[config.mk]
export PLATFORM = sky130hd
export DESIGN_NAME = log_band_noise_floor_endpoint_core
export DESIGN_NICKNAME = d
export VERILOG_FILES = /design/src/hdl/lbnf_pkg.sv /design/src/hdl/log_band_noise_floor_endpoint_core.sv
export SDC_FILE = /design/constraint.sdc
export NUM_CORES = 1
export LEC_CHECK = 0
export BUFFER_PORTS_ARGS = -buffer_cell sky130_fd_sc_hd__buf_2
export CAP_MARGIN = 40
export CELL_PAD_IN_SITES_DETAIL_PLACEMENT = 1
export CELL_PAD_IN_SITES_GLOBAL_PLACEMENT = 2
export CORE_ASPECT_RATIO = 0.8
export CORE_MARGIN = 2
export CORE_UTILIZATION = 40
export CTS_CLUSTER_SIZE = 40
export DETAILED_ROUTE_END_ITERATION = 7
export PLACE_DENSITY = 0.9
export SETUP_SLACK_MARGIN = 0.4
export SLEW_MARGIN = 10
export SYNTH_ARGS = -nofsm -noshare
export SYNTH_HDL_FRONTEND = slang
export SYNTH_SLANG_ARGS = --single-unit
[constraint.sdc]
create_clock -name clk_i -period 14.71 [get_ports clk_i]
set_input_delay 0.7355 -clock clk_i [delete_from_list [all_inputs] [get_ports clk_i]]
set_output_delay 0.7355 -clock clk_i [all_outputs]
set_load 0.005 [all_outputs]
[src/hdl/lbnf_pkg.sv]
// Package for the band level, noise floor and word endpoint block.
// Holds widths, reset values, register indexes and the log2 level function.
package lbnf_pkg;

  localparam int unsigned BinsDefault = 20;
  localparam int unsigned PowerW      = 32;
  localparam int unsigned LevelW      = 8;
  localparam int unsigned BandW       = 6;
  localparam int unsigned EnergyW     = 14;
  localparam int unsigned ThreshW     = 13;
  localparam int unsigned FramesW     = 5;
  localparam int unsigned SilenceW    = 8;
  localparam int unsigned CfgIdxW     = 3;
  localparam int unsigned CfgDataW    = 13;

  localparam logic [LevelW-1:0]   FloorInit   = 8'd192;
  localparam logic [LevelW-1:0]   FloorMax    = 8'd255;
  localparam logic [SilenceW-1:0] SilenceMax  = 8'd255;
  localparam logic [FramesW-1:0]  WordMax     = 5'd31;

  localparam logic [ThreshW-1:0]  VoiceOnRst  = 13'd200;
  localparam logic [ThreshW-1:0]  SilenceRst  = 13'd150;
  localparam logic [FramesW-1:0]  MinWordRst  = 5'd5;
  localparam logic [FramesW-1:0]  MaxWordRst  = 5'd25;
  localparam logic [SilenceW-1:0] EndSilRst   = 8'd15;
  localparam logic [SilenceW-1:0] DropSilRst  = 8'd20;

  // Configuration register indexes
  typedef enum logic [CfgIdxW-1:0] {
    CFG_VOICE_ON   = 3'd0,
    CFG_SILENCE    = 3'd1,
    CFG_MIN_WORD   = 3'd2,
    CFG_MAX_WORD   = 3'd3,
    CFG_END_SIL    = 3'd4,
    CFG_DROP_SIL   = 3'd5
  } cfg_idx_e;

  // Log2 of small powers, scaled by 8
  function automatic logic [LevelW-1:0] small_log(input logic [3:0] p);
    logic [LevelW-1:0] r;
    case (p)
      4'd0:    r = 8'd0;
      4'd1:    r = 8'd0;
      4'd2:    r = 8'd8;
      4'd3:    r = 8'd12;
      4'd4:    r = 8'd16;
      4'd5:    r = 8'd18;
      4'd6:    r = 8'd20;
      4'd7:    r = 8'd22;
      4'd8:    r = 8'd24;
      default: r = 8'd0;
    endcase
    return r;
  endfunction

  // Log2 scaled by 8: msb position in the top five bits, next three bits as mantissa
  function automatic logic [LevelW-1:0] log_level(input logic [PowerW-1:0] p);
    logic [4:0]        msb;
    logic [PowerW-1:0] norm;
    msb = 5'd0;
    for (int i = 0; i < PowerW; i++) begin
      if (p[i]) begin
        msb = 5'(i);
      end
    end
    norm = p << (5'd31 - msb);
    if (p <= 32'd8) begin
      return small_log(p[3:0]);
    end
    return {msb, norm[30:28]};
  endfunction

endpackage

[src/hdl/log_band_noise_floor_endpoint_core.sv]
// Top level of the band level, noise floor and word endpoint block.
// Depends on lbnf_pkg.
//
// Takes one band power per transaction and returns one result per transaction,
// BINS bands making a frame. Throughput is one band per clock cycle unless
// stalled. The first stage does the log2 priority encode and normalising shift,
// the second the per-band floor read, subtract and floor update, the frame
// energy sum and, on the last band, the word endpoint counters. The floor table
// lives in flip-flops and resets to 192 in every band. Results are held in an
// output register, so a stalled output still lets one new band enter the first
// stage. Configuration writes are to be made only while no band is in flight.
module log_band_noise_floor_endpoint_core
  import lbnf_pkg::*;
#(
  parameter int unsigned BINS = BinsDefault
) (
  input  logic                clk_i,
  input  logic                rst_ni,
  // configuration
  input  logic                cfg_we_i,
  input  logic [CfgIdxW-1:0]  cfg_idx_i,
  input  logic [CfgDataW-1:0] cfg_data_i,
  // input channel
  input  logic                in_valid_i,
  output logic                in_stall_o,
  input  logic [PowerW-1:0]   band_power_i,
  // output channel
  output logic                out_valid_o,
  input  logic                out_stall_i,
  output logic [LevelW-1:0]   level_o,
  output logic [BandW-1:0]    band_index_o,
  output logic                frame_end_o,
  output logic [EnergyW-1:0]  frame_energy_o,
  output logic                captured_o,
  output logic                word_dropped_o,
  output logic                word_done_o,
  output logic [FramesW-1:0]  word_frames_o
);

  localparam int unsigned IdxW = (BINS > 1) ? $clog2(BINS) : 1;
  localparam logic [BandW-1:0] LastBand = BandW'(BINS - 1);

  // configuration registers
  logic [ThreshW-1:0]  voice_on_q, silence_lvl_q;
  logic [FramesW-1:0]  min_word_q, max_word_q;
  logic [SilenceW-1:0] end_sil_q, drop_sil_q;

  // pipeline control
  logic a_valid_q, out_valid_q;
  logic out_ld, a_ld, b_fire;
  logic [LevelW-1:0] lg_q;

  // block state
  logic [LevelW-1:0]   floor_q [BINS];
  logic [BandW-1:0]    band_cnt_q, band_cnt_d;
  logic [EnergyW-1:0]  energy_sum_q, energy_sum_d;
  logic [EnergyW-1:0]  prev_energy_q, prev_energy_d;
  logic [FramesW-1:0]  word_len_q, word_len_d;
  logic [SilenceW-1:0] sil_cnt_q, sil_cnt_d;

  // second stage values
  logic [BandW-1:0]    idx;
  logic [LevelW-1:0]   fl, lvl, fl_d;
  logic                last;
  logic [EnergyW-1:0]  energy_all;
  logic                cap, dropped, done;
  logic [FramesW-1:0]  wl1, wl2, wframes;
  logic [SilenceW-1:0] sc1, sc2, sc3;

  // result register
  logic [LevelW-1:0]   level_q;
  logic [BandW-1:0]    band_index_q;
  logic                frame_end_q, captured_q, dropped_q, done_q;
  logic [EnergyW-1:0]  energy_q;
  logic [FramesW-1:0]  wframes_q;

  // Write configuration registers; unknown indexes are ignored
  always_ff @(posedge clk_i or negedge rst_ni) begin
    if (!rst_ni) begin
      voice_on_q    <= VoiceOnRst;
      silence_lvl_q <= SilenceRst;
      min_word_q    <= MinWordRst;
      max_word_q    <= MaxWordRst;
      end_sil_q     <= EndSilRst;
      drop_sil_q    <= DropSilRst;
    end else if (cfg_we_i) begin
      case (cfg_idx_i)
        CFG_VOICE_ON: voice_on_q    <= cfg_data_i;
        CFG_SILENCE:  silence_lvl_q <= cfg_data_i;
        CFG_MIN_WORD: min_word_q    <= cfg_data_i[FramesW-1:0];
        CFG_MAX_WORD: max_word_q    <= cfg_data_i[FramesW-1:0];
        CFG_END_SIL:  end_sil_q     <= cfg_data_i[SilenceW-1:0];
        CFG_DROP_SIL: drop_sil_q    <= cfg_data_i[SilenceW-1:0];
        default: ;
      endcase
    end
  end

  // Advance the pipeline when the result register is free or being drained
  assign out_ld     = !out_valid_q || !out_stall_i;
  assign a_ld       = !a_valid_q || out_ld;
  assign b_fire     = a_valid_q && out_ld;
  assign in_stall_o = !a_ld;

  // First stage: log2 level of the band power
  always_ff @(posedge clk_i or negedge rst_ni) begin
    if (!rst_ni) begin
      a_valid_q <= 1'b0;
    end else if (a_ld) begin
      a_valid_q <= in_valid_i;
    end
  end

  always_ff @(posedge clk_i) begin
    if (a_ld && in_valid_i) begin
      lg_q <= log_level(band_power_i);
    end
  end

  // Second stage: floor subtract and adaptation, clamp band index to the last band
  always_comb begin
    idx  = ({1'b0, band_cnt_q} >= (BandW + 1)'(BINS)) ? LastBand : band_cnt_q;
    last = (idx == LastBand);
    fl   = floor_q[idx[IdxW-1:0]];
    lvl  = (lg_q > fl) ? (lg_q - fl) : '0;
    fl_d = fl;
    if (prev_energy_q < EnergyW'(silence_lvl_q)) begin
      if (lg_q > fl && fl < FloorMax) begin
        fl_d = fl + 8'd1;
      end else if (lg_q < fl) begin
        fl_d = fl - 8'd1;
      end
    end
    energy_all = energy_sum_q + EnergyW'(lvl);
  end

  // Word endpoint: capture, silence count, drop check, done check in that order
  always_comb begin
    cap = last && (energy_all > EnergyW'(voice_on_q));
    wl1 = word_len_q;
    sc1 = sil_cnt_q;
    if (cap) begin
      wl1 = (word_len_q < WordMax) ? word_len_q + 5'd1 : word_len_q;
      sc1 = '0;
    end
    sc2 = ((energy_all < EnergyW'(silence_lvl_q)) && sc1 < SilenceMax) ? sc1 + 8'd1 : sc1;
    dropped = 1'b0;
    wl2 = wl1;
    sc3 = sc2;
    if (sc2 >= drop_sil_q && wl1 < min_word_q) begin
      dropped = (wl1 != '0);
      wl2 = '0;
      sc3 = '0;
    end
    done    = 1'b0;
    wframes = '0;
    if (wl2 >= max_word_q || (sc3 >= end_sil_q && wl2 >= min_word_q)) begin
      done    = 1'b1;
      wframes = wl2;
    end
    dropped = dropped && last;
    done    = done && last;
    wframes = last ? wframes : '0;

    // next state
    if (last) begin
      band_cnt_d    = '0;
      energy_sum_d  = '0;
      prev_energy_d = energy_all;
      word_len_d    = done ? '0 : wl2;
      sil_cnt_d     = done ? '0 : sc3;
    end else begin
      band_cnt_d    = idx + 6'd1;
      energy_sum_d  = energy_all;
      prev_energy_d = prev_energy_q;
      word_len_d    = word_len_q;
      sil_cnt_d     = sil_cnt_q;
    end
  end

  // Hold block state; update once per band leaving the second stage
  always_ff @(posedge clk_i or negedge rst_ni) begin
    if (!rst_ni) begin
      band_cnt_q    <= '0;
      energy_sum_q  <= '0;
      prev_energy_q <= '0;
      word_len_q    <= '0;
      sil_cnt_q     <= '0;
      for (int i = 0; i < BINS; i++) begin
        floor_q[i] <= FloorInit;
      end
    end else if (b_fire) begin
      band_cnt_q                 <= band_cnt_d;
      energy_sum_q               <= energy_sum_d;
      prev_energy_q              <= prev_energy_d;
      word_len_q                 <= word_len_d;
      sil_cnt_q                  <= sil_cnt_d;
      floor_q[idx[IdxW-1:0]]     <= fl_d;
    end
  end

  // Result register
  always_ff @(posedge clk_i or negedge rst_ni) begin
    if (!rst_ni) begin
      out_valid_q <= 1'b0;
    end else if (out_ld) begin
      out_valid_q <= a_valid_q;
    end
  end

  always_ff @(posedge clk_i) begin
    if (b_fire) begin
      level_q      <= lvl;
      band_index_q <= idx;
      frame_end_q  <= last;
      energy_q     <= last ? energy_all : '0;
      captured_q   <= cap;
      dropped_q    <= dropped;
      done_q       <= done;
      wframes_q    <= wframes;
    end
  end

  assign out_valid_o    = out_valid_q;
  assign level_o        = level_q;
  assign band_index_o   = band_index_q;
  assign frame_end_o    = frame_end_q;
  assign frame_energy_o = energy_q;
  assign captured_o     = captured_q;
  assign word_dropped_o = dropped_q;
  assign word_done_o    = done_q;
  assign word_frames_o  = wframes_q;

endmodule

==> flow_metrics.tcl, run 1 <==
set metrics [dict create \
    yosysTopAreaCellShare_pct 29.8 \
    drv_cap 0 \
    layout-drive-gt1-share_pct 20.8 \
    synth_cells 1735 \
    die_x_um 235 \
    cp_data_required_time_ps 15140 \
    postSynthAreaPerCell_um2 9.81 \
    fmax_mhz 75.7 \
    die_area_um2 44200 \
    finalCritPeriodShare_pct 89.8 \
    worstPathArrival_ps 13640 \
    num_vias 13700 \
    track_usage_pct 23.2 \
    end_kind "flop" \
    synth_edf_count 45 \
    io_pins 92 \
    r2r-end "sil_cnt_q[3]" \
    period_minus_slack_ps 13210 \
    r2r_start "band_cnt_q[5]" \
    synthesis.nets 1881 \
    postRouteAntennaNets 0 \
    cts_buffer_depth 3 \
    synth_common_cells "nand2_1, o21ai_0, dfrtp_1" \
    die_y_um 189 \
    wl_um 52200 \
    fillers 4715 \
    synth.area.top_cells "dfrtp_1, dfstp_2, edfxtp_1" \
    crit_path_max_fanout 18 \
    cp-startpoint "band_cnt_q[5]" \
    min_path_type "primary input to async pin" \
    clock_latency_ps 540 \
    core_area_um2 41900 \
    routed_via_density 5.72 \
    drc_errors 0 \
    cts_buffers 36 \
    cts_tree "built" \
    hold_violations 0 \
    ff2ff_setup_slack_ps 1500 \
    first_pass_iters 5 \
    nets 1963 \
    clockRootBuffer "clkbuf_16" \
    crit_slowest_cell "or4b_2" \
    globalplace.congestion 0.898 \
    synth-seq-area-share_pct 46.7 \
    crit_top_cell "a21o_1" \
    dp_cells 2315 \
    drv_slew 0 \
    fin_setup_tns_ps 0 \
    area_growth_pct 14.4 \
    grt_pass1_vias 14300 \
    h-tree-depth 2 \
    yosys.area.top_type "dfrtp_1" \
    synthMostInstantiatedCell "nand2_1" \
    max_slew_margin_pct 40.1 \
    hpwl_um 37400 \
    stdcell_count 2397 \
    tightest_slew_ps 898 \
    wl_per_cell_um 21.8 \
    yosysWarningCount 0 \
    setup_viol 0 \
    ctsHoldBuffers 0 \
    core.rowCount 67 \
    synth_cell_types 85 \
    synth-seq-cells 306 \
    synth-async-reset-ratio_pct 85.3 \
    grt_max_degree 69 \
    grt_pass1_wl_um 81800 \
    status "complete, no violations" \
    clkSlewWorstSetupHoldPaths_ps 60 \
    reg2regPathDepth 61 \
    rsz0062_at_grt "no" \
    port_buffers 91 \
    path_class "flop to flop" \
    antenna_found_initial 0 \
    diodes 0 \
    max_stage_delay_ps 610 \
    fin_skew_ps 28.7 \
    ys.flop_type "dfrtp_1" \
    initial_core_util_pct 40.6 \
    clock_sinks 306 \
    syn_area_um2 17000 \
    drt_iter0_markers 904 \
    startpoint_type "flop" \
    overflow 0 \
    crit_path_end "sil_cnt_q[3]" \
]
worst max-delay path: cells and delay by family (launching register included):
family | cells | cell delay (ps)
compound gates | 28 | 5190
simple gates | 15 | 3430
fa+ha+maj | 8 | 2130
buf+inv | 8 | 1190
flops | 1 | 600
mux | 1 | 310
xor+xnor | 1 | 200
kinds of logic (layout without fill, tap and decap cells):
group | after synthesis | count (layout) | synth area share [%]
DFF | 306 | 306 | 46.7
xor gates and xnor gates | 31 | 31 | 1.59
AOI/OAI and AO/OA | 463 | 463 | 17.3
buffers and inverters | 209 | 319 | 5.06
muxes | 143 | 143 | 9.12
other | 1 | 1 | 0.0220
and+or+nand+nor | 489 | 489 | 13.3
adders and majority gates | 93 | 93 | 6.92
state kept, by name (all words and copies together) (netlist names):
name,cells
word_done_o,1
band_cnt_q,6
sil_cnt_q,8
prev_energy_q,14
lg_q,8
voice_on_q,13
drop_sil_q,8
word_frames_o,5
max_word_q,5
silence_lvl_q,13
word_dropped_o,1
a_valid_q,1
frame_energy_o,14
word_len_q,5
end_sil_q,8
floor_q,160
out_valid_o,1
energy_sum_q,14
captured_o,1
level_o,8
band_index_o,6
frame_end_o,1
min_word_q,5
worst min-delay path by stage:
stage                            start               end  slack, ps
after global routing            rst_ni  silence_lvl_q[8]        190
after detailed placement   floor_q[98]       floor_q[98]        470
after CTS                       rst_ni  prev_energy_q[7]        170
after global placement    floor_q[156]      floor_q[156]        460
after floorplan                 rst_ni         a_valid_q        440
final                           rst_ni  silence_lvl_q[8]        150
cell usage in the layout, fill, tap and decap left out, types with 15 or more instances in the layout:
cell type  instances
a21o_1            30
a21oi_1           60
a221oi_1          16
buf_2             91
buf_4             43
clkbuf_1          15
clkbuf_16         37
dfrtp_1          200
dfstp_2           58
edfxtp_1          45
ha_1              91
inv_1            112
mux2_2            87
mux2i_1           55
nand2_1          228
nand2b_1          16
nand3_1           51
nor2_1            74
nor3_1            24
o21ai_0          219
xnor2_1           20
timing repair:
item | CTS | global route
gates resized for setup | 0 | 32
setup endpoints to repair | 0 | 19
setup buffers | 0 | 15
stage by stage:
step                      area (µm²)  utilization (%)  setup WS (ps)  hold slack (ps)
after floorplan                17000                -           2850              440
after global placement         18000             42.9           1390              459
after detailed placement       18100             43.1            532              472
after CTS                      19200             45.9            467              167
after global routing           19500             46.5            369              192
final                          19500             46.5           1500              154
cell type report:
class	instances	area, µm²	area share [%]
tap	552	691	3.55
clock inverter	5	31.3	0.161
clock buffer	61	1110	5.68
sequential	306	7970	40.9
multi-input combinational	1220	8350	42.9
inverter	114	429	2.20
timing repair buffer	139	896	4.60
layer usage:
| metal | track usage (%) | up-vias | part of all wire (%) |
|---|---|---|---|
| li1 | - | 6354 | - |
| met1 | 33.6 | 6911 | 47 |
| met2 | 35.2 | 358 | 44 |
| met3 | 5.02 | 86 | 6.6 |
| met4 | 6.33 | 0 | 2.4 |
| met5 | 0 | - | 0 |
Power of run 1 is not shown: default switching activity piles up to over one toggle a cycle in this logic, so the estimate is an artifact.
==> run 2: changes to the inputs <==
--- a/config.mk
+++ b/config.mk
@@ -8,6 +8,4 @@
 export BUFFER_PORTS_ARGS = -buffer_cell sky130_fd_sc_hd__buf_2
 export CAP_MARGIN = 40
-export CELL_PAD_IN_SITES_DETAIL_PLACEMENT = 1
-export CELL_PAD_IN_SITES_GLOBAL_PLACEMENT = 2
 export CORE_ASPECT_RATIO = 0.8
 export CORE_MARGIN = 2
@@ -15,5 +13,5 @@
 export CTS_CLUSTER_SIZE = 40
 export DETAILED_ROUTE_END_ITERATION = 7
-export PLACE_DENSITY = 0.9
+export PLACE_DENSITY = 0.66
 export SETUP_SLACK_MARGIN = 0.4
 export SLEW_MARGIN = 10
==> constraint.sdc (replaced) <==
create_clock -name clk_i -period 14.71 [get_ports clk_i]
set_input_delay 2.2065 -clock clk_i [delete_from_list [all_inputs] [get_ports clk_i]]
set_output_delay 2.2065 -clock clk_i [all_outputs]
set_load 0.005 [all_outputs]
==> flow_metrics.tcl, run 2 (synthesis results as in run 1) <==
set metrics [dict create \
    first_pass_iters 5 \
    setup_viol 0 \
    hold_violations 0 \
    path_class "flop to flop" \
    track_usage_pct 20.5 \
    io_pins 92 \
    max_slew_margin_pct 32.2 \
    nets 1948 \
    hp-start "floor_q[58]" \
    die_area_um2 44200 \
    antenna_found_initial 0 \
    diodes 0 \
    dp_cells 2312 \
    clockRootBuffer "clkbuf_16" \
    crit_top_cell "a21o_1" \
    setup_slack_ps 1350 \
    crit_slowest_cell "or4b_2" \
    rsz0062_at_grt "no" \
    die_y_um 189 \
    fmax_mhz 74.8 \
    max_stage_delay_ps 620 \
    design_area_um2 19300 \
    core_area_um2 41900 \
    min_path_type "flop to flop" \
    stdcell_count 2380 \
    hpwl_um 32800 \
    finalCritPeriodShare_pct 90.8 \
    port_buffers 91 \
    cpLargestDelayFamily "compound AO/OA/AOI/OAI gates" \
    postRouteAntennaNets 0 \
    initial_core_util_pct 40.6 \
    ff2ff_setup_slack_ps 1350 \
    cp_data_required_time_ps 15150 \
    min_to "floor_q[58]" \
    wl_um 46100 \
    grt_max_degree 126 \
    final_common_cell "nand2_1" \
    top_register "floor_q" \
    crit_path_max_fanout 20 \
    r2r-end "sil_cnt_q[3]" \
    drv_slew 0 \
    drv_cap 0 \
    period_minus_slack_ps 13360 \
    cts_tree "built" \
    fillers 3944 \
    clock_sinks 306 \
    postPlaceCellArea_um2 18000 \
    die_x_um 235 \
    reg2regPathDepth 57 \
    largest_reg_flops 160 \
    r2r_start "band_cnt_q[2]" \
    clkSlewWorstSetupHoldPaths_ps 60 \
    routed_via_density 5.62 \
    ctsHoldBuffers 0 \
    holdPathStages 2 \
    h-tree-depth 2 \
    mostFrequentLayoutCells "nand2_1, o21ai_0, dfrtp_1, inv_1, buf_2" \
    worstPathArrival_ps 13810 \
    num_vias 13400 \
    fin_skew_ps 13.3 \
    cts_buffers 35 \
    area_growth_pct 13.1 \
    tightest_slew_ps 1020 \
    globalplace.congestion 0.898 \
    fin_setup_tns_ps 0 \
    drt_iter0_markers 1080 \
    startpoint_type "flop" \
    overflow 0 \
    wl_per_cell_um 19.4 \
    crit_buf_inv 7 \
    grt_pass1_vias 12900 \
    core.rowCount 67 \
    grt_pass1_wl_um 72900 \
    layout-drive-gt1-share_pct 19.9 \
    drc_errors 0 \
    cts_buffer_depth 3 \
    end_kind "flop" \
    dp_slack_ps 690 \
    clock_latency_ps 530 \
    status "complete, no violations" \
]
==> run 2: cell types whose count changed in the layout (fill, tap and decap cells not counted), sizes merged <==
cell,delta
buf,-15
clkbuf,-4
clkinv,+2
inv,-1
o21ai,+1
==> run 2: worst register-to-register path: cells and delay by family (launching register included) <==
| kind | cells | cell delay [ps] |
|---|---|---|
| AO/OA/AOI/OAI | 27 | 5780 |
| adder cells (fa/ha/maj) | 6 | 1930 |
| buffers and inverters | 7 | 1310 |
| flip-flops | 1 | 560 |
| multiplexers | 1 | 340 |
| XOR/XNOR | 1 | 200 |
| AND/OR/NAND/NOR | 15 | 3160 |
==> run 2: layer usage <==
metal | global-route usage, % | part of all wire (%)
met1 | 31.5 | 49
met5 | 0 | 0
met3 | 3.55 | 7.0
met4 | 5.48 | 2.2
met2 | 29.7 | 42
==> run 2: area by class of cell <==
| type | instances | area [µm²] | area share, % |
|---|---|---|---|
| clock buffer | 57 | 1120 | 5.84 |
| tap | 552 | 691 | 3.59 |
| clock inverter | 6 | 30.0 | 0.156 |
| multi-input combinational | 1221 | 8290 | 43.0 |
| sequential | 306 | 7960 | 41.3 |
| inverter | 114 | 428 | 2.22 |
| timing repair buffer | 124 | 736 | 3.82 |
==> run 2: worst max-delay path by stage <==
stage | slack (ps) | endpoint | cells after the start | from
after floorplan | 2850 | sil_cnt_q[4] | 63 | band_cnt_q[2]
after global placement | 1160 | sil_cnt_q[4] | 58 | band_cnt_q[5]
after detailed placement | 690 | sil_cnt_q[3] | 58 | band_cnt_q[5]
after CTS | 650 | sil_cnt_q[3] | 58 | band_cnt_q[5]
after global routing | 380 | sil_cnt_q[3] | 61 | band_cnt_q[2]
final | 1350 | sil_cnt_q[3] | 57 | band_cnt_q[2]
==> run 2: repair_timing <==
action | CTS | global route
buffers inserted | 0 | 3
endpoints found under the setup margin | 0 | 19
gates resized for setup | 0 | 14
hold endpoints to repair | 0 | 0
==> run 2: per-stage QoR <==
| stage | utilization (%) | hold slack [ps] |
|---|---|---|
| 4_1_cts | 45.8 | 477 |
| 3_5_place_dp | 43.0 | 464 |
| 5_1_grt | 45.9 | 500 |
| 6_report | 45.9 | 476 |
| 2_1_floorplan | - | 441 |
| 3_3_place_gp | 42.9 | 456 |
Power of run 2 is left out for the same reason.
==> run 3: changes to the inputs <==
Settings changed: ABC_AREA from default to 1.
==> flow_metrics.tcl, run 3 <==
set metrics [dict create \
    synth_common_cells "nand2_1, o21ai_0, inv_1" \
    first_pass_iters 6 \
    synth-async-reset-ratio_pct 85.3 \
    initial_core_util_pct 40.6 \
    clockRootBuffer "clkbuf_16" \
    yosysTopAreaCellShare_pct 29.8 \
    yosys.area_share.adder_pct 6.91 \
    synth_top_family_by_area "simple AND/OR/NAND/NOR gates" \
    crit_path_max_fanout 30 \
    synth-seq-area-share_pct 46.7 \
    rsz0062_at_grt "no" \
    grt_max_degree 120 \
    cts_buffers 34 \
    yosysWarningCount 0 \
    io_pins 92 \
    die_x_um 235 \
    hpwl_um 32200 \
    max_slew_margin_pct 35.2 \
    finalCritPeriodShare_pct 89.1 \
    die_y_um 189 \
    synth_cell_types 60 \
    max_stage_delay_ps 520 \
    port_buffers 91 \
    syn_area_um2 17000 \
    postSynthAreaPerCell_um2 8.07 \
    wl_um 46300 \
    wl_per_cell_um 16.8 \
    num_vias 14600 \
    synthSimpleGateAreaFrac_pct 20.2 \
    min_path_type "flop to flop" \
    track_usage_pct 20.6 \
    crit_slowest_cell "dfrtp_1" \
    clock_latency_ps 530 \
    period_minus_slack_ps 13100 \
    area_growth_pct 12.2 \
    drt_iter0_markers 1174 \
    postRouteAntennaNets 0 \
    die_area_um2 44300 \
    h-tree-depth 2 \
    clkSlewWorstSetupHoldPaths_ps 60 \
    antenna_found_initial 3 \
    grt_pass1_vias 13900 \
    end_kind "flop" \
    setup_viol 0 \
    drv_slew 0 \
    final_common_cell "nand2_1" \
    synth-seq-cells 306 \
    synth-compound-area-share_pct 16.5 \
    synth.mux.area_fraction_pct 0.0587 \
    synthMostInstantiatedCell "nand2_1" \
    path_class "flop to flop" \
    core_area_um2 42000 \
    mostFrequentLayoutCells "nand2_1, o21ai_0, inv_1, dfrtp_1, nor2_1" \
    tightest_slew_ps 972 \
    clock_sinks 306 \
    yosys.area_share.xor_xnor_pct 1.17 \
    overflow 0 \
    core.rowCount 67 \
    drc_errors 0 \
    globalplace.congestion 0.949 \
    synth_edf_count 45 \
    ctsHoldBuffers 0 \
    hold_violations 0 \
    synthesis.nets 2259 \
    layout-drive-gt1-share_pct 13.1 \
    fin_setup_tns_ps 0 \
    crit_top_cell "nand2_1" \
    cp_data_required_time_ps 15130 \
    largest_reg_flops 160 \
    postCtsSetupRepairBufs 0 \
    status "complete, no violations" \
    nets 2320 \
    cts_buffer_depth 3 \
    drv_cap 0 \
    fmax_mhz 76.3 \
    synth_cells 2113 \
    routed_via_density 5.29 \
    yosys.area.top_type "dfrtp_1" \
    cts_tree "built" \
    synth.area.top_cells "dfrtp_1, nand2_1, dfstp_2" \
    fin_skew_ps 27.1 \
    ys.flop_type "dfrtp_1" \
    grt_pass1_wl_um 74500 \
    worstPathArrival_ps 13520 \
    top_register "floor_q" \
    startpoint_type "flop" \
]
## run 3: changes by cell type in the layout (fill, tap and decap cells not counted), sizes merged, moves of 39 or more
cell / before / now
mux2: 87 / 0
nand3: 52 / 91
mux2i: 55 / 1
nand2: 231 / 587
o21ai: 226 / 297
inv: 114 / 261
nor2: 78 / 142
## run 3: cells by family after synthesis
group / after synthesis
fa+ha+maj: 93
mux: 1
compound gates: 480
other cells: 1
xor+xnor: 22
simple gates: 854
flops: 306
buf+inv: 356
## run 3: metrics by stage
step	setup WS, ps	hold slack, ps	util (%)	instances	cell area (µm²)
2_1_floorplan	3990	434	-	2113	17000
3_3_place_gp	1910	460	42.7	2683	17900
3_5_place_dp	1550	465	43.0	2690	18100
4_1_cts	1420	481	45.5	2750	19100
5_1_grt	424	493	45.6	2751	19100
6_report	1610	479	45.6	2751	19100
## run 3: worst max-delay path: cells and delay by family (launching register included)
family	cells	cell delay, ps
buffers and inverters	9	1550
XOR/XNOR	2	490
AND/OR/NAND/NOR	29	4300
AO/OA/AOI/OAI	24	4070
adder cells (fa/ha/maj)	7	2060
flip-flops	1	520
## run 3: area by class of cell
cell class | instances | area [µm²]
Multi-Input combinational cell | 1451 | 7680
Antenna cell | 1 | 2.50
Tap cell | 552 | 691
Clock inverter | 14 | 120
Clock buffer | 46 | 947
Sequential cell | 306 | 7960
Timing Repair Buffer | 115 | 736
Fill cell | 4080 | 22900
Inverter | 266 | 1000
## run 3: timing repair
item | 4_1_cts | 5_1_grt
gates resized for setup | 0 | 5
hold endpoints to repair | 0 | 0
endpoints found under the setup margin | 0 | 10
## run 3: routing by layer
metal / wire length, µm / track usage [%] / up-vias
met3: 3110 / 3.75 / 59
met4: 869 / 4.72 / 2
met1: 22100 / 30.2 / 7024
met2: 20300 / 31.7 / 437
met5: 13 / 0 / -
li1: - / - / 7029
## run 3: worst paths after layout
path,slack [ps],from,cells past startpoint,to
worst max-delay path,1610,band_cnt_q[2],71,sil_cnt_q[5]
worst min-delay path,480,floor_q[134],2,floor_q[134]
worst min register to register,480,floor_q[134],2,floor_q[134]
max in group asynchronous,11070,rst_ni,5,floor_q[94]
min in group asynchronous,1770,rst_ni,1,prev_energy_q[8]
worst max register to register,1610,band_cnt_q[2],71,sil_cnt_q[5]
Power of run 3 is left out for the same reason.
